<file path="src/rtl/qems_pkg.sv">
// ----------------------------------------------------------------------------
// qems_pkg: shared types and constants
// Command codes, verdict codes, widths and the front-to-back queue entry.
// ----------------------------------------------------------------------------
package qems_pkg;

  localparam int unsigned NBits      = 32;
  localparam int unsigned WeightBits = 16;
  localparam int unsigned IdxW       = (NBits > 1) ? $clog2(NBits) : 1;
  localparam int unsigned AddrW      = 2 * IdxW;
  localparam int unsigned Depth      = NBits * NBits;
  localparam int unsigned RowSumW    = WeightBits + IdxW + 1;
  localparam int unsigned AccW       = WeightBits + AddrW + 1;

  localparam logic [1:0] CmdWrite = 2'd0;
  localparam logic [1:0] CmdSetMin = 2'd1;
  localparam logic [1:0] CmdEval  = 2'd2;

  localparam logic [1:0] VerdictHigher = 2'd0;
  localparam logic [1:0] VerdictTie    = 2'd1;
  localparam logic [1:0] VerdictNewMin = 2'd2;

  // classified command handed from front to back
  typedef struct packed {
    logic               is_eval;
    logic               is_set;
    logic signed [31:0] start_min;
    logic [31:0]        candidate;
  } job_t;

endpackage

</file>
<file path="src/rtl/qems_back.sv">
// ----------------------------------------------------------------------------
// qems_back: energy evaluator
// Reads one weight a cycle, sums masked rows, compares with the minimum.
// ----------------------------------------------------------------------------
module qems_back (
  input  logic                              clk_i,
  input  logic                              rst_ni,
  input  logic                              job_valid_i,
  output logic                              job_ready_o,
  input  qems_pkg::job_t                    job_i,
  output logic                              busy_o,
  output logic [qems_pkg::AddrW-1:0]        raddr_o,
  input  logic [qems_pkg::WeightBits-1:0]   rdata_i,
  output logic                              out_valid_o,
  input  logic                              out_ready_i,
  output logic signed [31:0]                energy_o,
  output logic [1:0]                        verdict_o,
  output logic signed [31:0]                min_energy_o,
  output logic [31:0]                       candidate_o
);

  localparam logic [1:0] StIdle = 2'd0;
  localparam logic [1:0] StRun  = 2'd1;
  localparam logic [1:0] StDone = 2'd2;
  localparam logic [qems_pkg::AddrW-1:0] LastAddr = qems_pkg::AddrW'(qems_pkg::Depth - 1);

  logic [1:0]                           state_q, state_d;
  logic [qems_pkg::AddrW-1:0]           addr_q;
  logic                                 rd_vld_q, rd_take_q;
  logic                                 rd_last_q;
  logic signed [qems_pkg::AccW-1:0]     acc_q;
  logic [31:0]                          cand_q;
  logic signed [31:0]                   min_q;
  logic                                 out_vld_q;
  logic signed [31:0]                   e_sat;
  logic signed [qems_pkg::AccW-1:0]     acc_next;
  logic signed [63:0]                   acc_wide;
  logic                                 take;
  logic [qems_pkg::IdxW-1:0]            ri, ci;

  assign ri   = addr_q[qems_pkg::AddrW-1:qems_pkg::IdxW];
  assign ci   = addr_q[qems_pkg::IdxW-1:0];
  assign take = cand_q[ri] && cand_q[ci];
  assign raddr_o = addr_q;
  assign busy_o  = (state_q != StIdle);

  assign acc_next = acc_q + (rd_take_q ?
                    qems_pkg::AccW'(signed'(rdata_i)) : '0);
  assign acc_wide = 64'(acc_next);

  always_comb begin
    if (acc_wide > 64'sd2147483647)       e_sat = 32'sh7fffffff;
    else if (acc_wide < -64'sd2147483648) e_sat = 32'sh80000000;
    else                                  e_sat = 32'(acc_wide);
  end

  assign job_ready_o = (state_q == StIdle) && !out_vld_q;
  assign out_valid_o = out_vld_q;
  assign min_energy_o = min_q;
  assign candidate_o  = cand_q;

  always_comb begin
    state_d = state_q;
    unique case (state_q)
      StIdle: if (job_valid_i && job_ready_o && job_i.is_eval) state_d = StRun;
      StRun:  if (addr_q == LastAddr) state_d = StDone;
      StDone: state_d = StIdle;
      default: state_d = StIdle;
    endcase
  end

  always_ff @(posedge clk_i or negedge rst_ni) begin
    if (!rst_ni) begin
      state_q   <= StIdle;
      addr_q    <= '0;
      rd_vld_q  <= 1'b0;
      rd_take_q <= 1'b0;
      rd_last_q <= 1'b0;
      acc_q     <= '0;
      cand_q    <= '0;
      min_q     <= '0;
      out_vld_q <= 1'b0;
      energy_o  <= '0;
      verdict_o <= qems_pkg::VerdictHigher;
    end else begin
      state_q <= state_d;
      if (out_vld_q && out_ready_i) out_vld_q <= 1'b0;
      rd_vld_q  <= (state_q == StRun);
      rd_take_q <= (state_q == StRun) && take;
      rd_last_q <= (state_q == StRun) && (addr_q == LastAddr);
      if (state_q == StIdle && job_valid_i && job_ready_o) begin
        if (job_i.is_set) min_q <= job_i.start_min;
        cand_q <= job_i.candidate;
        addr_q <= '0;
        acc_q  <= '0;
      end
      if (state_q == StRun) addr_q <= addr_q + 1'b1;
      if (rd_vld_q) acc_q <= acc_next;
      if (rd_last_q) begin
        energy_o  <= e_sat;
        out_vld_q <= 1'b1;
        if (e_sat > min_q)       verdict_o <= qems_pkg::VerdictHigher;
        else if (e_sat == min_q) verdict_o <= qems_pkg::VerdictTie;
        else begin
          verdict_o <= qems_pkg::VerdictNewMin;
          min_q     <= e_sat;
        end
      end
    end
  end

endmodule

</file>
<file path="config.mk">
export PLATFORM = sky130hd
export DESIGN_NAME = qems_back
export DESIGN_NICKNAME = d
export VERILOG_FILES = /design/src/rtl/qems_pkg.sv /design/src/rtl/qems_back.sv
export SDC_FILE = /design/constraint.sdc
export NUM_CORES = 1
export LEC_CHECK = 0
export BUFFER_PORTS_ARGS = -buffer_cell sky130_fd_sc_hd__buf_2
export CORE_ASPECT_RATIO = 1.4
export CORE_MARGIN = 4
export CORE_UTILIZATION = 40
export CTS_CLUSTER_DIAMETER = 200
export DETAILED_ROUTE_END_ITERATION = 16
export PLACE_DENSITY = 0.74
export SYNTH_ARGS = -nofsm -noshare
export SYNTH_HDL_FRONTEND = slang
export SYNTH_SLANG_ARGS = --single-unit
</file>
<file path="constraint.sdc">
create_clock -name clk_i -period 5.7 [get_ports clk_i]
set_clock_uncertainty 0.1 [all_clocks]
set_input_delay 0.57 -clock clk_i [delete_from_list [all_inputs] [get_ports clk_i]]
set_output_delay 0.57 -clock clk_i [all_outputs]
set_load 0.03 [all_outputs]
</file>
==> results.yml, run 1 <==
outcome:
  status: "complete, no violations"
setup_path:
  r2r_end: "min_energy_o[12]"
  worstPathRequired_ns: 5.90
  crit_family: "compound AO/OA/AOI/OAI gates"
  crit_path_start_kind: "flop"
  reg2regPathDepth: 19
  crit_start: "rd_take_q"
  cp_cell_sequence: "buf_4 > and2_1 > ha_1 > a21oi_1 > o211ai_1 > a221o_1 > a31o_4 > a31oi_4 > mux2i_1 > xor2_1 > inv_1 > ha_1 > a21o_1 > a21o_1 > a21oi_1 > o21ai_0 > a221o_1 > mux2_4 > mux2_1"
  worstPathMaxFanout: 11
  setup.worst_path.end_class: "flop"
  crit_type: "flop to flop"
  max_stage_delay_ns: 0.48
  crit_buf_inv: 2
  crit-reg2reg-launch: "rd_take_q"
  crit_slowest_cell: "dfrtp_1"
  rrSetupSlack_ns: 0.27
  cp.arrival_ns: 5.64
yosys:
  ys_types: 59
  synth_edf_count: 0
  synth-seq-area-share_pct: 40.4
  synth.avg_cell_area_sq_um: 9.67
  syn_inst: 878
  yosys-top-cells-area: "dfrtp_1, nand2_1, ha_1"
  synth_ff_type: "dfrtp_1"
  ys_async_sr_fraction_pct: 100
  synth_nets: 1016
  synth_top_area_share_pct: 40.4
  synth_area_sq_um: 8490
  synth_seq_cells: 137
  synth.largest_area_cell: "dfrtp_1"
  yosys_warnings: 0
route:
  via_count: 7226
  post-route-drc-count: 0
  first_pass_iters: 5
  final_antenna_net_count: 0
  wl_per_cell_um: 18.3
  drt_iter0_markers: 408
  routed_wirelength_mm: 24.5
  vias_per_cell: 5.40
clock_network:
  clock-sinks: 137
  clkTransAtPathRegs_ns: 0.06
  cts_tree: "yes"
  clockBufferDepth: 2
  cts_buffers: 17
  worst_skew_pair.late_latency_ns: 0.42
  cts_setup_buffers: 0
  root_buffer: "clkbuf_16"
  h-tree-depth: 4
floorplan:
  dieHeight_um: 180
  io_pins: 197
  initial_core_util_pct: 41.0
  coreArea_sq_um: 20700
  die_w_um: 131
  fp-row-count: 62
  die_area_sq_um: 23700
place:
  gp_congestion: 0.904
  port_buffers: 196
  dp_hpwl_mm: 17.8
  dp_cells: 1304
timing:
  drv_slew: 0
  post-route-min-period_ns: 5.43
  rsz0062_at_grt: "no"
  hold_violations: 0
  timing.fmax_ghz: 0.184
  period_share_pct: 95.3
  setup_viol: 0
  tns_ns: 0
  hold_ws_ns: 0.0953
  maxSlewHeadroom_pct: 30.7
  worst_slew_pin_slew_ns: 1.04
power_and_ir_drop:
  leakage_nw: 5.64
  irDropWorstVdd_mv: 0.175
  p_per_area_nw_per_um2: 213
  p_total_mw: 2.22
global_route:
  grt_max_degree: 94
  antenna_found_initial: 3
  overflow: 0
  grt_pass1_vias: 7686
  gr-usage-all-layers_pct: 20.5
  grt_pass1_wl_mm: 39.5
flow_run:
  maxCapViolCount: 0
final_layout:
  multiInputGateArea_sq_um: 4690
  area_growth_pct: 23.1
  drive_above_1_share_pct: 29.9
  n_antenna_cell: 0
  num-nets-final: 1207
  ff_latch_area_sq_um: 3430
  fin_cells: 1338
  n_fill_cell: 1902
worst_hold_path:
  hold_path_class: "input pin to asynchronous set/reset pin"
[routing by layer]
metal	vias to the layer above	global-route usage [%]	routed length (um)
li1	3428	-	-
met1	3512	22.4	9190
met2	230	37.7	13000
met3	50	5.64	1590
met4	6	7.73	694
met5	-	0	33
[per-stage QoR]
step / util, % / setup WS, ns / cell area, sq um
3_5_place_dp: 47.1 / -0.295 / 9750
4_1_cts: 50.2 / 0.121 / 10400
2_1_floorplan: - / 0.896 / 8490
6_report: 50.5 / 0.267 / 10500
5_1_grt: 50.5 / 0.0186 / 10500
3_3_place_gp: 47.1 / -0.231 / 9750
[placed cells by master (no fill, tap or decap), types with 3 or more instances in the layout]
| master | count |
|---|---|
| o31ai_1 | 3 |
| clkbuf_8 | 3 |
| xor2_1 | 7 |
| clkbuf_16 | 17 |
| or3_1 | 3 |
| nor2b_1 | 3 |
| xnor2_1 | 19 |
| buf_4 | 21 |
| a21oi_1 | 37 |
| a21o_1 | 18 |
| mux4_2 | 20 |
| o21ai_1 | 7 |
| inv_1 | 55 |
| mux2_2 | 39 |
| dfrtp_1 | 137 |
| mux2_1 | 8 |
| mux2_4 | 4 |
| buf_2 | 195 |
| nor3_1 | 14 |
| o21a_1 | 3 |
| and2_1 | 18 |
| mux2i_1 | 58 |
| nand3_1 | 20 |
| nor2_1 | 34 |
| bufinv_16 | 4 |
| nand2_1 | 176 |
| o21ai_0 | 42 |
| o211ai_1 | 6 |
| clkinvlp_4 | 3 |
| nand4_1 | 10 |
| and3_1 | 6 |
| ha_1 | 51 |
[logic make-up after synthesis]
kind of cell / count (synthesis) / synth area share [%]
xor gates and xnor gates: 27 / 2.87
buffers and inverters: 105 / 5.07
and+or+nand+nor: 297 / 15.3
AOI/OAI and AO/OA: 133 / 9.90
muxes: 127 / 18.7
DFF: 137 / 40.4
adders and majority gates: 52 / 7.75
[sequential cells by signal (all words and copies together), names as in the netlist]
register,count
acc_q,27
candidate_o,32
energy_o,28
min_energy_o,32
out_valid_o,1
raddr_o,10
rd_last_q,1
rd_take_q,1
rd_vld_q,1
state_q,2
verdict_o,2
[report_power, final]
part	internal, mW	switching, mW	total (mW)
registers	0.973	0.0000000000000000246	0.973
clock network	0.769	0.431	1.20
logic	0.0217	0.0282	0.0499
total	1.76	0.460	2.22
[area by class of cell]
type,instances,share of cell area (%)
well taps,256,3.06
multi-input cells,638,44.9
clock inverters,10,1.58
inverters,57,2.05
repair buffers,218,11.1
clock buffers,22,4.54
flip-flops and latches,137,32.8
[cell usage after synthesis (7+ instances only)]
library cell	count
nand2_1	178
dfrtp_1	137
mux2i_1	58
inv_1	55
ha_1	51
o21ai_0	43
mux2_2	39
a21oi_1	37
nor2_1	34
clkbuf_1	30
mux4_2	20
nand3_1	20
xnor2_1	19
a21o_1	18
and2_1	18
nor3_1	14
nand4_1	10
mux2_1	8
xor2_1	7
[what timing repair did]
| item | 4_1_cts | 5_1_grt |
|---|---|---|
| pin swaps | 0 | 1 |
| resized for setup | 2 | 6 |
| endpoints found under the setup margin | 27 | 33 |
| gates cloned | 0 | 2 |
| hold buffers | 0 | 0 |
[worst max-delay path by stage]
| stage | cells after the start | to |
|---|---|---|
| floorplan | 18 | min_energy_o[13] |
| detailed placement | 21 | min_energy_o[25] |
| global placement | 21 | min_energy_o[25] |
| finish | 19 | min_energy_o[12] |
| global route | 19 | min_energy_o[16] |
| CTS | 20 | min_energy_o[23] |
Power figures use the tool's default switching activity.
==> run 2: changes to the inputs <==
- CTS_BUF_LIST: not set -> sky130_fd_sc_hd__clkbuf_8 sky130_fd_sc_hd__clkbuf_16
==> results.yml, run 2 (same netlist as run 1, synthesis figures left out) <==
outcome:
  status: "complete, no violations"
clock_network:
  cts_tree: "yes"
  clockBufferDepth: 2
  h-tree-depth: 4
  clock-sinks: 137
  worst_skew_pair.late_latency_ns: 0.42
  cts_buffers: 17
  cts_setup_buffers: 0
  clkTransAtPathRegs_ns: 0.06
  root_buffer: "clkbuf_16"
power_and_ir_drop:
  irDropWorstVdd_mv: 0.175
  p_total_mw: 2.22
  p_per_area_nw_per_um2: 212
  leakage_nw: 5.65
global_route:
  grt_pass1_vias: 7686
  grt_max_degree: 94
  overflow: 0
  gr-usage-all-layers_pct: 20.5
  antenna_found_initial: 3
  grt_pass1_wl_mm: 39.5
route:
  drt_iter0_markers: 410
  first_pass_iters: 5
  vias_per_cell: 5.41
  final_antenna_net_count: 0
  via_count: 7244
  wl_per_cell_um: 18.3
  post-route-drc-count: 0
  routed_wirelength_mm: 24.5
timing:
  worst_slew_pin_slew_ns: 1.04
  maxSlewHeadroom_pct: 30.7
  timing.fmax_ghz: 0.184
  rsz0062_at_grt: "no"
  setup_ws_ns: 0.267
  period_share_pct: 95.3
  setup_viol: 0
  post-route-min-period_ns: 5.43
  tns_ns: 0
  drv_slew: 0
  hold_violations: 0
  hold_ws_ns: 0.0959
setup_path:
  critical_path.endpoint: "min_energy_o[12]"
  cp.arrival_ns: 5.64
  max_stage_delay_ns: 0.48
  path_depth: 19
  rrSetupSlack_ns: 0.27
  crit_family: "compound AO/OA/AOI/OAI gates"
  r2r_end: "min_energy_o[12]"
  worstPathRequired_ns: 5.90
  crit_path_start_kind: "flop"
  crit_buf_inv: 2
  reg2regPathDepth: 19
  crit-reg2reg-launch: "rd_take_q"
  worstPathMaxFanout: 11
  crit_slowest_cell: "dfrtp_1"
  cp_cell_sequence: "buf_4 > and2_1 > ha_1 > a21oi_1 > o211ai_1 > a221o_1 > a31o_4 > a31oi_4 > mux2i_1 > xor2_1 > inv_1 > ha_1 > a21o_1 > a21o_1 > a21oi_1 > o21ai_0 > a221o_1 > mux2_4 > mux2_1"
  crit_start: "rd_take_q"
  crit_type: "flop to flop"
  setup.worst_path.end_class: "flop"
final_layout:
  num-nets-final: 1207
  drive_above_1_share_pct: 29.9
  fin_cells: 1338
  area_growth_pct: 23.1
  n_antenna_cell: 0
  n_fill_cell: 1902
  final_area_sq_um: 10500
  final_cell_mix: "buf_2, nand2_1, dfrtp_1"
  layout_commonest_cell: "buf_2"
  fin_util_pct: 50.5
floorplan:
  io_pins: 197
  die_area_sq_um: 23700
  die_w_um: 131
  initial_core_util_pct: 41.0
  coreArea_sq_um: 20700
  fp-row-count: 62
  dieHeight_um: 180
place:
  place_area_sq_um: 9750
  port_buffers: 196
  dp_hpwl_mm: 17.8
  gp_congestion: 0.904
  dp_cells: 1304
  pre_cts_slack_ns: -0.295
worst_hold_path:
  hold_path_class: "input pin to asynchronous set/reset pin"
flow_run:
  maxCapViolCount: 0
[run 2: timing repair]
item | CTS | global route
endpoints found under the setup margin | 27 | 33
hold endpoints to repair | 0 | 0
hold buffers | 0 | 0
gates cloned | 0 | 2
pin swaps | 0 | 1
resized for setup | 2 | 6
[run 2: how the worst min path moves through the flow]
stage / cells after the start / slack [ns] / endpoint / startpoint
floorplan: 0 / 0.17 / acc_q[0] / rst_ni
global placement: 2 / 0.37 / verdict_o[0] / verdict_o[0]
detailed placement: 2 / 0.37 / verdict_o[0] / verdict_o[0]
CTS: 1 / 0.18 / energy_o[5] / rst_ni
global route: 1 / 0.22 / energy_o[5] / rst_ni
finish: 1 / 0.1 / energy_o[5] / rst_ni
[run 2: cell type report]
type	instances	area, sq um	share of cell area, %
well taps	256	320	3.06
multi-input cells	638	4690	44.9
clock inverters	12	173	1.65
clock buffers	20	467	4.46
inverters	57	214	2.05
flip-flops and latches	137	3430	32.8
repair buffers	218	1160	11.1
[run 2: metal layers]
| layer | GRT usage (%) | vias to the layer above | wire, um |
|---|---|---|---|
| li1 | - | 3426 | - |
| met1 | 22.4 | 3523 | 9120 |
| met2 | 37.7 | 236 | 13000 |
| met3 | 5.64 | 53 | 1630 |
| met4 | 7.73 | 6 | 705 |
| met5 | 0 | - | 33 |
[run 2: power by group]
part	switching [mW]	internal, mW	total, mW
Sequential	0.0000000000000000246	0.973	0.973
Clock	0.432	0.765	1.20
Combinational	0.0283	0.0217	0.0500
Total	0.461	1.76	2.22
==> run 3: changes to the inputs <==
- CORE_UTILIZATION: 40 -> 48
- PLACE_DENSITY: 0.74 -> 0.81
==> results.yml, run 3 (same netlist as run 1, synthesis figures left out) <==
place:
  port_buffers: 196
  dp_hpwl_mm: 17.7
  gp_congestion: 0.907
clock_network:
  clock-sinks: 137
  root_buffer: "clkbuf_16"
  cts_buffers: 17
  clockBufferDepth: 2
  worst_skew_pair.late_latency_ns: 0.42
  h-tree-depth: 4
  clkTransAtPathRegs_ns: 0.05
  holdBufCountCts: 0
  cts_tree: "yes"
worst_hold_path:
  hold_path_class: "input pin to asynchronous set/reset pin"
timing:
  timing.fmax_ghz: 0.185
  setup_viol: 0
  period_share_pct: 94.6
  tns_ns: 0
  post-route-min-period_ns: 5.39
  hold_violations: 0
  drv_slew: 0
  rsz0062_at_grt: "no"
  hold_ws_ns: 0.112
  maxSlewHeadroom_pct: 32.3
  worst_slew_pin_slew_ns: 1.01
setup_path:
  crit_path_start_kind: "flop"
  setup.worst_path.end_class: "flop"
  r2r_end: "min_energy_o[1]"
  rrSetupSlack_ns: 0.31
  worstPathMaxFanout: 15
  reg2regPathDepth: 21
  cp.arrival_ns: 5.60
  worstPathRequired_ns: 5.90
  crit-reg2reg-launch: "rd_take_q"
  crit_type: "flop to flop"
route:
  post-route-drc-count: 0
  drt_iter0_markers: 471
  via_count: 7201
  routed_wirelength_mm: 23.4
  first_pass_iters: 7
  vias_per_cell: 5.51
  wl_per_cell_um: 17.9
  final_antenna_net_count: 0
floorplan:
  coreArea_sq_um: 17400
  io_pins: 197
  fp-row-count: 57
  initial_core_util_pct: 48.8
  die_area_sq_um: 19900
  die_w_um: 120
  dieHeight_um: 165
final_layout:
  n_antenna_cell: 0
  drive_above_1_share_pct: 28.9
  layout_commonest_cell: "buf_2"
  area_growth_pct: 20.5
  fin_util_pct: 58.8
  final_cell_mix: "buf_2, nand2_1, dfrtp_1"
  num-nets-final: 1198
global_route:
  gr-usage-all-layers_pct: 24.0
  overflow: 0
  grt_pass1_wl_mm: 37.4
  grt_pass1_vias: 7417
  antenna_found_initial: 1
  grt_max_degree: 95
outcome:
  status: "complete, no violations"
power_and_ir_drop:
  irDropWorstVdd_mv: 0.130
  leakage_nw: 5.55
  p_per_area_nw_per_um2: 198
flow_run:
  maxCapViolCount: 0
-- run 3: cell count changes in the layout (fill, tap and decap cells not counted), sizes merged --
cell / previous run / this run
buf: 218 / 211
bufinv: 4 / 1
clkinv: 3 / 6
clkbuf: 20 / 18
inv: 59 / 61
mux2: 51 / 49
clkinvlp: 3 / 2
-- run 3: worst max-delay path, cell delays in order (launching register included) --
cell and delay (ns):
dfrtp_1 0.54, buf_4 0.24, and2_1 0.14, ha_1 0.36, nand3_1 0.09, o21ai_1 0.37
a21oi_1 0.21, o31a_1 0.31, a2111oi_0 0.42, nor3_1 0.12, buf_4 0.18, inv_1 0.06
ha_1 0.23, a21o_1 0.18, a21oi_1 0.19, nor2b_1 0.06, o21ai_0 0.15, a21oi_1 0.11
nor4b_1 0.29, mux2_2 0.37, buf_12 0.21, mux2_2 0.35
-- run 3: how the worst max path moves through the flow --
stage / start / end / slack [ns] / depth (start not counted)
floorplan: rdata_i[0] / min_energy_o[13] / 0.90 / 18
global placement: rdata_i[0] / min_energy_o[4] / 0.26 / 22
detailed placement: rdata_i[0] / min_energy_o[1] / 0.17 / 22
CTS: rd_take_q / min_energy_o[1] / 0.21 / 21
global route: rd_take_q / min_energy_o[29] / 0.05 / 21
finish: rd_take_q / min_energy_o[1] / 0.31 / 21
-- run 3: routing by layer --
metal	track usage (%)	share of wire (%)	up-vias
li1	-	-	3397
met1	25.7	36	3502
met2	44.0	54	244
met3	6.64	6.9	56
met4	10.6	3.0	2
met5	0	0.034	-
-- run 3: where the power goes --
group          leakage (nW)         switching (mW)  internal (mW)
logic                  3.43                 0.0282         0.0217
registers              1.84  0.0000000000000000268          0.973
clock network         0.278                  0.403          0.596
-- run 3: metrics by stage --
step,cells,cell area (sq um),total power [mW],worst slack [ns]
floorplan,878,8490,0.991,0.896
global placement,1277,9690,1.04,0.261
detailed placement,1277,9690,1.04,0.166
CTS,1308,10200,2.04,0.207
global route,1308,10200,2.08,0.0546
finish,1308,10200,2.02,0.309
-- run 3: layout make-up --
cell class / instances / area, sq um
multi-input cells: 636 / 4650
repair buffers: 211 / 1110
well taps: 236 / 295
clock buffers: 18 / 439
clock inverters: 13 / 92.6
flip-flops and latches: 137 / 3430
fillers: 1522 / 7170
inverters: 57 / 214
-- run 3: timing repair --
action,in CTS,in global routing
endpoints found under the hold margin,0,0
endpoints found under the setup margin,0,31
gates resized for setup,0,3
buffers inserted,0,0
