**src/rtl/qems_pkg.sv**
```systemverilog
// ----------------------------------------------------------------------------
// qems_pkg: shared types and constants
// Command codes, verdict codes, widths and the front-to-back queue entry.
// ----------------------------------------------------------------------------
package qems_pkg;

  localparam int unsigned NBits      = 32;
  localparam int unsigned WeightBits = 16;
  localparam int unsigned IdxW       = (NBits > 1) ? $clog2(NBits) : 1;
  localparam int unsigned AddrW      = 2 * IdxW;
  localparam int unsigned Depth      = NBits * NBits;
  localparam int unsigned RowSumW    = WeightBits + IdxW + 1;
  localparam int unsigned AccW       = WeightBits + AddrW + 1;

  localparam logic [1:0] CmdWrite = 2'd0;
  localparam logic [1:0] CmdSetMin = 2'd1;
  localparam logic [1:0] CmdEval  = 2'd2;

  localparam logic [1:0] VerdictHigher = 2'd0;
  localparam logic [1:0] VerdictTie    = 2'd1;
  localparam logic [1:0] VerdictNewMin = 2'd2;

  // classified command handed from front to back
  typedef struct packed {
    logic               is_eval;
    logic               is_set;
    logic signed [31:0] start_min;
    logic [31:0]        candidate;
  } job_t;

endpackage

```
**src/rtl/qems_front.sv**
```systemverilog
// ----------------------------------------------------------------------------
// qems_front: command intake
// Saturates and writes weights directly, queues set/evaluate jobs.
// ----------------------------------------------------------------------------
module qems_front (
  input  logic                                clk_i,
  input  logic                                rst_ni,
  input  logic                                valid_i,
  output logic                                ready_o,
  input  logic [1:0]                          cmd_i,
  input  logic [4:0]                          row_i,
  input  logic [4:0]                          col_i,
  input  logic signed [15:0]                  weight_i,
  input  logic signed [31:0]                  start_min_i,
  input  logic [31:0]                         candidate_i,
  input  logic                                busy_i,
  output logic                                we_o,
  output logic [qems_pkg::AddrW-1:0]          waddr_o,
  output logic [qems_pkg::WeightBits-1:0]     wdata_o,
  output logic                                job_valid_o,
  input  logic                                job_ready_i,
  output qems_pkg::job_t                      job_o
);

  localparam int unsigned QDepth = 2;

  qems_pkg::job_t q_q [QDepth];
  logic       wr_ptr_q, rd_ptr_q;
  logic [1:0] cnt_q;
  logic       acc, push, pop, in_range, wr_hold;
  logic signed [15:0] sat_w;

  localparam logic signed [15:0] WMax = 16'((1 <<< (qems_pkg::WeightBits - 1)) - 1);
  localparam logic signed [15:0] WMin = -WMax - 16'sd1;

  // a write waits until every earlier evaluate has read the weights
  assign wr_hold     = (cmd_i == qems_pkg::CmdWrite) && ((cnt_q != 2'd0) || busy_i);
  assign ready_o     = (cnt_q != 2'(QDepth)) && !wr_hold;
  assign acc         = valid_i && ready_o;
  assign push        = acc && (cmd_i == qems_pkg::CmdEval || cmd_i == qems_pkg::CmdSetMin);
  assign job_valid_o = (cnt_q != 2'd0);
  assign pop         = job_valid_o && job_ready_i;
  assign job_o       = q_q[rd_ptr_q];

  assign in_range = (32'(row_i) < qems_pkg::NBits) && (32'(col_i) < qems_pkg::NBits);

  always_comb begin
    sat_w = weight_i;
    if (qems_pkg::WeightBits < 16) begin
      if (weight_i > WMax) sat_w = WMax;
      else if (weight_i < WMin) sat_w = WMin;
    end
  end

  assign we_o    = acc && (cmd_i == qems_pkg::CmdWrite) && in_range;
  assign waddr_o = {row_i[qems_pkg::IdxW-1:0], col_i[qems_pkg::IdxW-1:0]};
  assign wdata_o = qems_pkg::WeightBits'(sat_w);

  always_ff @(posedge clk_i) begin
    if (push) begin
      q_q[wr_ptr_q].is_eval   <= (cmd_i == qems_pkg::CmdEval);
      q_q[wr_ptr_q].is_set    <= (cmd_i == qems_pkg::CmdSetMin);
      q_q[wr_ptr_q].start_min <= start_min_i;
      q_q[wr_ptr_q].candidate <= candidate_i;
    end
  end

  always_ff @(posedge clk_i or negedge rst_ni) begin
    if (!rst_ni) begin
      wr_ptr_q <= 1'b0;
      rd_ptr_q <= 1'b0;
      cnt_q    <= 2'd0;
    end else begin
      if (push) wr_ptr_q <= ~wr_ptr_q;
      if (pop)  rd_ptr_q <= ~rd_ptr_q;
      cnt_q <= cnt_q + 2'(push) - 2'(pop);
    end
  end

endmodule

```
**config.mk**
```make
export PLATFORM = sky130hd
export DESIGN_NAME = qems_front
export DESIGN_NICKNAME = d
export VERILOG_FILES = /design/src/rtl/qems_pkg.sv /design/src/rtl/qems_front.sv
export SDC_FILE = /design/constraint.sdc
export NUM_CORES = 1
export LEC_CHECK = 0
export BUFFER_PORTS_ARGS = -buffer_cell sky130_fd_sc_hd__buf_2
export CAP_MARGIN = 20
export CORE_ASPECT_RATIO = 1.2
export CORE_MARGIN = 2
export CORE_UTILIZATION = 33
export CTS_CLUSTER_DIAMETER = 60
export DETAILED_ROUTE_END_ITERATION = 16
export HOLD_SLACK_MARGIN = 0.08
export PLACE_DENSITY = 0.61
export SETUP_SLACK_MARGIN = 0.05
export SLEW_MARGIN = 20
export SYNTH_ARGS = -nofsm -noshare
export SYNTH_HDL_FRONTEND = slang
export SYNTH_SLANG_ARGS = --single-unit
```
**constraint.sdc**
```tcl
create_clock -name clk_i -period 6.1 [get_ports clk_i]
set_input_delay 0.61 -clock clk_i [delete_from_list [all_inputs] [get_ports clk_i]]
set_output_delay 0.61 -clock clk_i [all_outputs]
set_load 0.005 [all_outputs]
```
==> impl.org, run 1 <==
** Placement
- Port Buffer Count :: 139
- At the end of routability-driven placement, the weighted congestion stood at ~0.67.
- After legalization and detailed placement, the total HPWL measured approximately 6 mm.

** Floorplanning
- Die Width :: 119 microns
- The die covers 0.0169 sq mm.
- Boundary Pins :: 192
- Initial core utilization :: about 34%
- Standard-cell row count :: 50
- In this run the standard cell core region covers between 0.015 and 0.02 sq mm.
- The die is around 140 microns tall.

** Timing
- Setup repair after global routing left no endpoint under its margin.
- Min Clock Period, post-route :: 2.86 ns
- Setup violations remaining at the end of the flow were counted as 0.
- After routing, the total negative slack on setup checks comes to 0 ns.
- Timing would allow up to 0.350 GHz.
- Skew final :: just over 0.008 ns
- Relative slew slack :: 37.2%
- The max-slew violation count is 0.
- Dividing the final minimum period by the clock period gives between 40% and 50%.
- The number of failing hold endpoints at the final stage came to 0.
- For the pin with the worst max-slew slack, the measured transition is between 0.9 and 1 ns.

** Clock network
- H-tree depth :: 4
- TritonCTS built the clock tree.
- After clock tree synthesis, the clock-pin slew on the worst setup and hold paths is ~0.050 ns.
- Number of setup buffers added after CTS :: 0
- Clock tree synthesis selected as its root buffer the cell clkbuf_16.
- Clock latency on the worst-skew pair, taken at its later pin, is 0.41 ns.
- In this run, CTS created clock tree buffers numbering 17.
- CTS saw roughly 140 sinks.
- The clock passes through at most 2 buffers.

** Pwr
- Peak VDD IR :: about 0.19 mV
- Power Density :: 427 mW/mm^2
- Overall power consumption after layout is estimated at 2.81 mW.
- Total leakage power :: about 2.5 nW

** Global route
- Entering global routing, the biggest net connects 67 pins.
- After global routing the overflow that remains totals 0.
- The first global-routing pass estimated about 15 mm of wire.
- The number of global-route vias before repair was slightly below 3000.
- For this run, the total global-route usage over all layers was measured as between 10% and 20%.
- The initial antenna violation count is 1.

** Logic synthesis
- Share of the yosys chip area belonging to registers :: 77.7%
- The number of nets in the synthesized netlist is around 360.
- After synthesis, the largest area contributor takes up 75.8% of total cell area.
- Area leader, netlist :: edfxtp_1
- Cell types with the largest area share after synthesis :: edfxtp_1 (76%), mux2_2 (14%), buf_4 (4.2%), dfrtp_1 (1.9%), ha_1 (1.2%)
- Counting flops and latches in the post-synthesis netlist gives 136.
- Synthesis handed over a netlist of around 260 instances.
- Avg Cell Area, Syn :: 20.2 sq um
- Summing every instance area after synthesis gives around 0.0052 sq mm.
- For this run, asynchronously set or reset flops after synthesis account for 2.94%.
- After synthesis, the most frequently instantiated cells are edfxtp_1 (132), mux2_2 (66), buf_4 (29), ha_1 (5).
- Counting distinct cell types in the post-synthesis netlist gives 19.
- In the post-synthesis netlist, the cell with the most instances is edfxtp_1.
- EDFF count, synth :: ~130
- Yosys warning count :: 0
- Among all flip-flop cells after synthesis, the most frequent one is edfxtp_1.

** Route
- Number of vias in the routed layout :: between 2000 and 3000
- Remaining DRCs :: 0
- After detailed routing, the average wire length per cell comes to roughly 15 microns.
- For this run, the detailed router's first-pass iteration total came to 4.
- Remaining antenna violation count :: 0
- The detailed router finished its first iteration with 91 violations.
- Mean number of vias per cell :: 4.27
- After detailed routing, the total wire length is ~9.4 mm.

** Job
- Max Cap Violations :: 0

** Layout
- Cells with a size suffix above 1 make up between 60% and 70% of the layout.
- Area delta synth->final :: 25.7%
- After the last flow step, the layout net total stands at 490.

** Setup path
- Path type of the worst setup path :: reg -> out
- Crit path launch type :: register
- Along the worst path, the maximum fanout reaches 50.
- CP max-delay cell :: buf_4
- The critical path goes through buf_4 -> mux2_2 -> buf_2.
- Worst EP required :: around 5.5 ns
- The worst setup path is captured at a primary output.
- The worst register-to-register path begins at cnt_q[0].
- For this run, the slowest stage of the critical path takes between 0.6 and 0.7 ns.
- Startpoint of the worst setup timing path :: rd_ptr_q
- Arr. time, crit path :: roughly 2.3 ns

** Worst hold path
- In this run the most critical hold path is launched from candidate_i[25].
- The min-delay analysis places its worst path in the category in -> reg.

** Status
- The run finished with clean final reports.
[metal layers]
metal / vias up / wire length, microns / track usage, %
li1: 1220 / - / -
met1: 1260 / 3630 / 12.0
met2: 102 / 4860 / 20.3
met3: 20 / 768 / 5.55
met4: 0 / 165 / 6.33
met5: - / 0 / 0
[cell type report]
cell class                 instances  area, sq um
antenna                            1         2.50
timing repair buffer             144          748
clock inverter                    11          131
fill                            1431         9000
clock buffer                      20          437
inverter                           4         15.0
multi-input combinational         85          918
sequential                       136         4070
tap                              208          260
[worst paths after layout]
kind	endpoint	slack (ns)	depth (start not counted)
setup / recovery	job_o[38]	3.24	3
hold / removal	q_q[1][25]	0.38	1
setup reg to reg	q_q[0][45]	3.66	4
hold reg to reg	cnt_q[1]	0.51	1
max in group asynchronous	rd_ptr_q	5.44	2
min in group asynchronous	rd_ptr_q	0.53	2
[metrics by stage]
stage / setup slack [ns] / hold slack, ns / util (%) / cell area [sq um] / cells
floorplan: 1.37 / 0.314 / - / 5230 / 259
global placement: 2.64 / 0.419 / 38.4 / 5980 / 575
detailed placement: 3.12 / 0.426 / 38.5 / 6000 / 576
CTS: 3.14 / 0.363 / 42.2 / 6580 / 608
global route: 3.07 / 0.361 / 42.2 / 6580 / 608
finish: 3.24 / 0.385 / 42.2 / 6580 / 609
[report_power, final]
group | internal (mW) | switching (mW) | total [mW]
registers | 1.16 | 0.0523 | 1.21
logic | 0.333 | 0.287 | 0.620
clock network | 0.633 | 0.345 | 0.978
total | 2.12 | 0.685 | 2.81
[layout by cell type, fill, tap and decap left out, types with 2 or more instances in the layout]
master,Yosys,routed
buf_2,4,139
edfxtp_1,132,132
mux2_2,66,66
clkbuf_16,0,17
ha_1,5,5
clkinv_2,0,5
inv_1,4,4
clkbuf_1,0,3
bufinv_16,0,3
dfrtp_1,4,3
buf_4,29,3
xnor2_1,2,2
nor2_4,0,2
clkinv_1,0,2
[worst max-delay path: cells and delay by family, from the launching register on]
family / cells / cell delay [ns]
flip-flops: 1 / 0.62
multiplexers: 1 / 0.42
buffers and inverters: 2 / 0.77
[kinds of logic (layout without fill, tap and decap cells)]
group | Yosys count | in the layout | synth area share [%]
AO/OA/AOI/OAI | 1 | 1 | 0.144
flip-flops | 136 | 136 | 77.7
AND/OR/NAND/NOR | 9 | 9 | 0.909
multiplexers | 66 | 66 | 14.2
adder cells (fa/ha/maj) | 5 | 5 | 1.20
buffers and inverters | 38 | 179 | 5.05
other | 0 | 1 | 0
XOR/XNOR | 4 | 4 | 0.813
[timing repair]
action | 4_1_cts | 5_1_grt
endpoints found under the hold margin | 4 | 0
gates resized for setup | 0 | 0
hold buffers | 1 | 0
[registers in the layout, summed over array words and instances, names as in the netlist]
signal and count:
cnt_q 2, q_q 132, rd_ptr_q 1, wr_ptr_q 1
Power figures use the tool's default switching activity.
==> run 2: changes to the inputs <==
clock period = 2.86 ns   (was 6.1 ns; I/O delays follow)
==> run 2 against run 1 <==
Effect of this change: worst hold slack worse by 0.19 ns; global-route usage up 0.43 points; sequential power up 110%; highest routed layer unchanged; critical endpoint is now job_o[64]; combinational power up 130%.
==> impl.org, run 2 (same netlist as run 1, synthesis figures left out) <==
** Status
- Result of the run: finished clean (unchanged).

** Clock network
- The insertion delay to the later sink of the worst-skew pair is 0.41 ns (about the same).
- The total of cells resized after clock tree synthesis was 0 (unchanged).
- Number of hold buffers added after CTS :: 65 (was 1)
- CTS clk-pin slew, worst paths :: 0.06 ns (was 0.05 ns)
- TritonCTS clock tree :: built (unchanged)
- Number of buffers created by CTS :: 17 (unchanged)
- The cell at the root of the clock tree is clkbuf_16 (unchanged).
- The post-CTS repair timing setup buffer count is 0 (unchanged).
- The number of sinks on the clock net was 136 (unchanged).
- H-tree depth :: 4 (unchanged)
- CTS Buffer Depth :: 2 (unchanged)

** Layout
- The largest register by flop count is q_q (unchanged).
- Biggest registers after layout: q_q (132), cnt_q (2) (unchanged).
- The final core area utilization was 46.8% (was 42.2%).
- Area delta synth->final :: 39.5% (was 25.7%)
- The final cell count without fillers was 675 (was 609).
- Final instance area :: 0.00730 sq mm (was 0.00658 sq mm)
- Largest register FFs :: 132 (unchanged)
- The number of nets in the final layout was 556 (was 490).
- Commonest cells after routing, fill and taps aside: buf_2 (139), edfxtp_1 (132), mux2_2 (66), dlygate4sd3_1 (65), clkbuf_16 (17) (was buf_2 (139), edfxtp_1 (132), mux2_2 (66), clkbuf_16 (17)).
- The total inserted antenna cells is 0 (was 1).
- Fraction of final layout cells sized beyond drive strength 1 :: 52.7% (was 60.0%)
- Most frequent standard cell in the layout excluding fill and tap cells :: buf_2 (unchanged)

** Pwr
- The worst IR drop on VDD came to 0.438 mV (was 0.189 mV).
- The power after layout is 6.21 mW (was 2.81 mW).
- The leakage power summed over all cells came to 2.76 nW (was 2.47 nW).
- The areal power density over the cells came to 851 mW/mm^2 (was 427 mW/mm^2).

** Placement
- Cell Count Post-Placement :: 578 (was 576)
- The final RePlAce weighted congestion is 0.696 (was 0.668).
- The area of placed instances was 0.00605 sq mm (was 0.00600 sq mm).
- Port Buffer Count :: 139 (unchanged)
- The half-perimeter wire length of the detailed placement result was 6.23 mm (was 6.13 mm).
- Place WS :: 0.596 ns (was 3.12 ns)

** Setup path
- The origin of the worst setup path is rd_ptr_q (unchanged).
- R2r startpoint :: cnt_q[0] (unchanged)
- The path depth of the worst reg2reg path was 4 (unchanged).
- The worst path required time was 2.57 ns (was 5.49 ns).
- Reg-to-Reg End :: q_q[0][38] (was q_q[0][45])
- Crit path launch type :: register (unchanged)
- Category of the worst setup path capture point :: primary output (unchanged)
- Path type of the worst setup path :: reg -> out (unchanged)
- Peak fanout along the critical path :: 28 (was 50)
- Register-to-register path setup slack :: 0.78 ns (was 3.66 ns)
- The arrival time at the worst endpoint is 1.94 ns (was 2.25 ns).

** Route
- The average via count per standard cell is 4.31 (was 4.27).
- Pre-antenna DRT Iters :: 4 (unchanged)
- Remaining antenna violation count :: 0 (unchanged)
- DRT Wirelength :: 9.89 mm (was 9.43 mm)
- The average wire per cell in the routed design was 14.6 microns (was 15.5 microns).
- Drt first-iter violations :: 113 (was 91)
- Number of vias in the routed layout :: 2908 (was 2602)
- Remaining DRCs :: 0 (unchanged)

** Floorplanning
- Height of the die :: 142 microns (unchanged)
- Standard-cell row count :: 50 (unchanged)
- The boundary pin count is 192 (unchanged).
- The horizontal die dimension was 119 microns (unchanged).
- Initial core utilization :: 33.6% (unchanged)
- CORE AREA :: 0.0156 sq mm (unchanged)
- Full die area :: 0.0169 sq mm (unchanged)

** Timing
- Min Clock Period, post-route :: approximately 2.2 ns
- The smallest setup slack after layout is 0.631 ns (was 3.24 ns).
- Worst-Margin Slew :: 0.566 ns (was 0.942 ns)
- The clock tree skew after final layout is 0.00776 ns (was 0.00822 ns).
- Static timing analysis puts the maximum clock frequency at 0.449 GHz.
- After layout, the worst path uses slightly below 80% of the clock period.
- Number of hold violations in the final report :: 0 (unchanged)
- The aggregate negative setup slack was 0 ns (unchanged).
- The relative max-transition margin was 62.3% (was 37.2%).
- The final number of setup-violating endpoints was 0 (unchanged).
- Unrepaired setup endpoints after global routing: no (unchanged).
- The worst-case hold slack came to 0.193 ns (was 0.385 ns).
- The max-slew violation count is 0 (unchanged).

** Global route
- First-pass GRT wire length :: 15.5 mm (was 14.9 mm)
- Via count of the first global-routing pass :: 3157 (was 2981)
- The initial antenna violation count was 0 (was 1).
- The overall global routing resource usage is 12.3% (was 11.9%).
- The pin count of the biggest net entering global routing is 35 (was 67).
- GRT Residual Overflow :: 0 (unchanged)

** Job
- The count of maximum capacitance violations is 0 (unchanged).

** Worst hold path
- Type of the worst min-delay path :: in -> async (was in -> reg)
## run 2: cell count changes in the layout (fill, tap and decap cells not counted), sizes merged
| cell | before | now |
|---|---|---|
| buf | 143 | 145 |
| clkbuf | 20 | 19 |
| clkinv | 8 | 5 |
| clkinvlp | 0 | 4 |
| diode | 1 | 0 |
| dlygate4sd3 | 1 | 65 |
| inv | 4 | 5 |
## run 2: routing by layer
| layer | GRT usage (%) | share of wire [%] |
|---|---|---|
| met1 | 12.4 | 38 |
| met2 | 21.7 | 53 |
| met3 | 5.35 | 6.1 |
| met4 | 5.76 | 2.5 |
| met5 | 0 | 0 |
## run 2: power by group
part | switching (mW) | internal (mW)
registers | 0.132 | 2.46
clock network | 0.779 | 1.38
logic | 0.627 | 0.823
## run 2: how the worst max path moves through the flow
| stage | depth (start not counted) | end | slack (ns) |
|---|---|---|---|
| floorplan | 6 | q_q[0][0] | -0.40 |
| global placement | 7 | q_q[1][35] | 0.66 |
| detailed placement | 7 | q_q[1][35] | 0.60 |
| CTS | 3 | job_o[57] | 0.58 |
| global route | 3 | job_o[64] | 0.53 |
| finish | 3 | job_o[64] | 0.63 |
## run 2: final cells by class
class | count | area [sq um]
Clock buffer | 19 | 443
Clock inverter | 13 | 153
Fill cell | 1354 | 8280
Inverter | 4 | 15.0
Multi-Input combinational cell | 85 | 918
Sequential cell | 136 | 4070
Tap cell | 208 | 260
Timing Repair Buffer | 210 | 1440
## run 2: critical path, cell delays in order (launching register included)
cell and delay, ns:
dfrtp_2 0.73, buf_12 0.28, mux2_2 0.38, buf_2 0.13
==> run 3: changes to the inputs <==
clock period = 2.32 ns   (was 2.86 ns; I/O delays follow)
==> run 3 against run 2 <==
Effect of this change: worst setup slack worse by 0.35 ns; sequential share of layout area down 0.37 points; design area rose by 0.74%; combinational power up 25%; wire length grew 1.3%; critical path depth is the same; worst hold slack lost 0.040 ns; core utilization grew 0.35 points; final cell count is 0.15% higher; non-clock buffer count increased by 1; highest routed layer unchanged.
==> impl.org, run 3 (same netlist as run 1, synthesis figures left out) <==
** Route
- Drt first-iter violations :: 67 (was 113)
- Mean number of vias per cell :: 4.25 (was 4.31)
- The number of DRC violations after detailed routing came to 0 (unchanged).
- Remaining antenna violation count :: 0 (unchanged)
- The wire length after detailed routing was 10.0 mm (was 9.89 mm).
- Mean routed wirelength per cell :: 14.8 microns (was 14.6 microns)
- Number of vias in the routed layout :: 2874 (was 2908)
- The total iterations of the first detailed-routing run is 4 (unchanged).

** Global route
- First-pass GRT wire length :: 15.4 mm (was 15.5 mm)
- Overall Global Routing Usage :: 12.3% (about the same)
- The initial antenna violation count was 0 (unchanged).
- The number of global-route vias before repair came to 3078 (was 3157).
- GRT Residual Overflow :: 0 (unchanged)
- Maximum number of pins on one net before global-route repair :: 50 (was 35)

** Clock network
- H-tree depth :: 4 (unchanged)
- Insertion delay of the later-clocked pin in the worst-skew pair :: 0.42 ns (was 0.41 ns)
- Number of clock sinks :: 136 (unchanged)
- The cell at the root of the clock tree was clkbuf_16 (unchanged).
- CTS Buffer Depth :: 2 (unchanged)
- The number of buffers created by CTS came to 17 (unchanged).
- The post-CTS repair timing setup buffer count came to 0 (unchanged).
- TritonCTS clock tree :: built (unchanged)
- CTS clk-pin slew, worst paths :: 0.06 ns (about the same)

** Timing
- Post-route worst setup slack :: 0.278 ns (was 0.631 ns)
- Unrepaired setup endpoints after global routing :: no (unchanged)
- Relative slew slack :: 65.3% (was 62.3%)
- Skew final :: 0.00879 ns (was 0.00776 ns)
- Min Clock Period, post-route :: 2.04 ns
- Achievable Freq :: about 0.49 GHz
- Number of hold violations in the final report :: 0 (unchanged)
- Period utilisation layout :: 88.0%
- Final setup violation count :: 0 (unchanged)
- The max-slew violation count came to 0 (unchanged).
- The actual transition at the worst max-transition pin came to 0.520 ns (was 0.566 ns).

** Setup path
- The top fanout value on the critical path was 38 (was 28).
- The worst path required time is 2.09 ns (was 2.57 ns).
- The maximum cell stage delay along the critical path came to 0.43 ns (was 0.73 ns).
- Category of the worst setup path capture point :: primary output (unchanged)
- The origin of the worst setup path is rd_ptr_q (unchanged).
- Path type of the worst setup path :: reg -> out (unchanged)
- The launch point of the worst reg-to-reg path is cnt_q[0] (unchanged).
- The arrival time at the worst endpoint was 1.81 ns (was 1.94 ns).
- Register-to-register path setup slack :: 0.42 ns (was 0.78 ns)
- Crit path cell chain :: buf_4 -> mux2_2 -> buf_2 (was buf_12 -> mux2_2 -> buf_2)
- The cell with the largest stage delay on the worst path is buf_4 (was dfrtp_2).
- Crit path launch type :: register (unchanged)

** Layout
- Commonest cells after routing, fill and taps aside :: buf_2 (139), edfxtp_1 (132), mux2_2 (66), dlygate4sd3_1 (65), clkbuf_16 (17) (unchanged)
- Fraction of final layout cells sized beyond drive strength 1 :: 53.2% (was 52.7%)
- Final Net Count :: 557 (was 556)
- The total inserted antenna cells is 0 (unchanged).
- Largest register FFs :: 132 (unchanged)
- Top reg by flops :: q_q (unchanged)
- The growth of design area from synthesis to finish was 40.5% (was 39.5%).
- The most common library cell in the layout ignoring fill and taps is buf_2 (unchanged).
- The number of inserted filler cells in the final layout is 1338 (was 1354).
- Biggest registers after layout :: q_q (132), cnt_q (2) (unchanged)

** Floorplanning
- CORE AREA :: 0.0156 sq mm (unchanged)
- The starting density of the core is 33.6% (unchanged).
- Full die area :: 0.0169 sq mm (unchanged)
- The vertical die dimension came to 142 microns (unchanged).
- The boundary pin count is 192 (unchanged).
- Standard-cell row count :: 50 (unchanged)
- The horizontal die dimension was 119 microns (unchanged).

** Pwr
- Peak VDD IR :: 0.544 mV (was 0.438 mV)
- Combinational Power Share :: 23.3% (was 23.4%)
- Total leakage power :: 2.78 nW (was 2.76 nW)
- The cell internal power dissipation came to 5.91 mW (was 4.67 mW).
- Power Density :: 1060 mW/mm^2 (was 851 mW/mm^2)
- The proportion of total power due to net switching is 24.1% (was 24.8%).
- Switching pwr :: 1.88 mW (was 1.54 mW)
- Sequential group share of total power :: 40.1% (was 41.8%)
- The clock share of power was 36.6% (was 34.9%).
- Overall power of the completed layout :: 7.79 mW (was 6.21 mW)

** Placement
- Port Buffer Count :: 139 (unchanged)
- Place WS :: 0.216 ns (was 0.596 ns)
- The final RePlAce weighted congestion came to 0.740 (was 0.696).
- Detailed-placement wirelength estimate :: 6.33 mm (was 6.23 mm)

** Job
- Max Cap Violations :: 0 (unchanged)

** Status
- Result of the run: finished clean (unchanged).

** Worst hold path
- Type of the worst min-delay path :: in -> async (unchanged)
[run 3: cell count changes in the layout (fill, tap and decap cells not counted), moves of 2 or more]
cell	previous run	this run
buf_4	2	5
buf_12	4	2
clkinvlp_4	4	2
inv_1	4	2
bufinv_16	3	5
clkinv_4	0	2
[run 3: path summary, 6_finish.rpt]
path / end / cells after the start
min in group clk_i: rd_ptr_q / 3
worst max-delay path: job_o[3] / 3
worst min-delay path: cnt_q[0] / 2
worst min register to register: cnt_q[1] / 1
max in group asynchronous: rd_ptr_q / 2
worst max register to register: q_q[0][37] / 5
[run 3: what timing repair did]
item                                   CTS  global route
endpoints found under the hold margin  132             0
hold buffers                            65             0
resized for setup                        0             0
[run 3: area by class of cell]
type	instances	area [sq um]	share of cell area [%]
clock buffers	18	429	5.84
clock inverters	14	205	2.79
inverters	4	32.5	0.443
multi-input cells	85	931	12.7
flip-flops and latches	136	4070	55.3
well taps	208	260	3.54
repair buffers	211	1420	19.4
[run 3: layer usage]
layer	part of all wire, %	track usage [%]	vias up	wire length (microns)
met2	54	21.4	99	5370
met5	0	0	-	0
met3	6.0	4.86	19	597
met1	39	12.8	1397	3880
li1	-	-	1359	-
met4	1.6	6.39	0	165
[run 3: stage by stage]
stage | hold slack [ns] | std cells | util (%) | cell area (sq um) | TNS, ns
floorplan | -0.0636 | 259 | - | 5280 | -14.20
global placement | 0.0448 | 579 | 38.9 | 6060 | 0
detailed placement | 0.0471 | 579 | 38.9 | 6060 | 0
CTS | 0.128 | 676 | 47.2 | 7350 | 0
global route | 0.143 | 676 | 47.2 | 7350 | 0
finish | 0.152 | 676 | 47.2 | 7350 | 0
[run 3: worst max-delay path: cells and delay by family (launching register included)]
kind     cells  cell delay [ns]
buf+inv      2             0.56
flops        1             0.40
mux          1             0.41
[run 3: power groups by stage]
stage | logic (mW) | registers, mW | clock network (mW)
floorplan | 1.12 | 3.15 | 0
global placement | 1.76 | 3.16 | 0
detailed placement | 1.77 | 3.17 | 0
CTS | 1.87 | 3.12 | 2.93
global route | 1.99 | 3.15 | 3.01
finish | 1.81 | 3.12 | 2.85
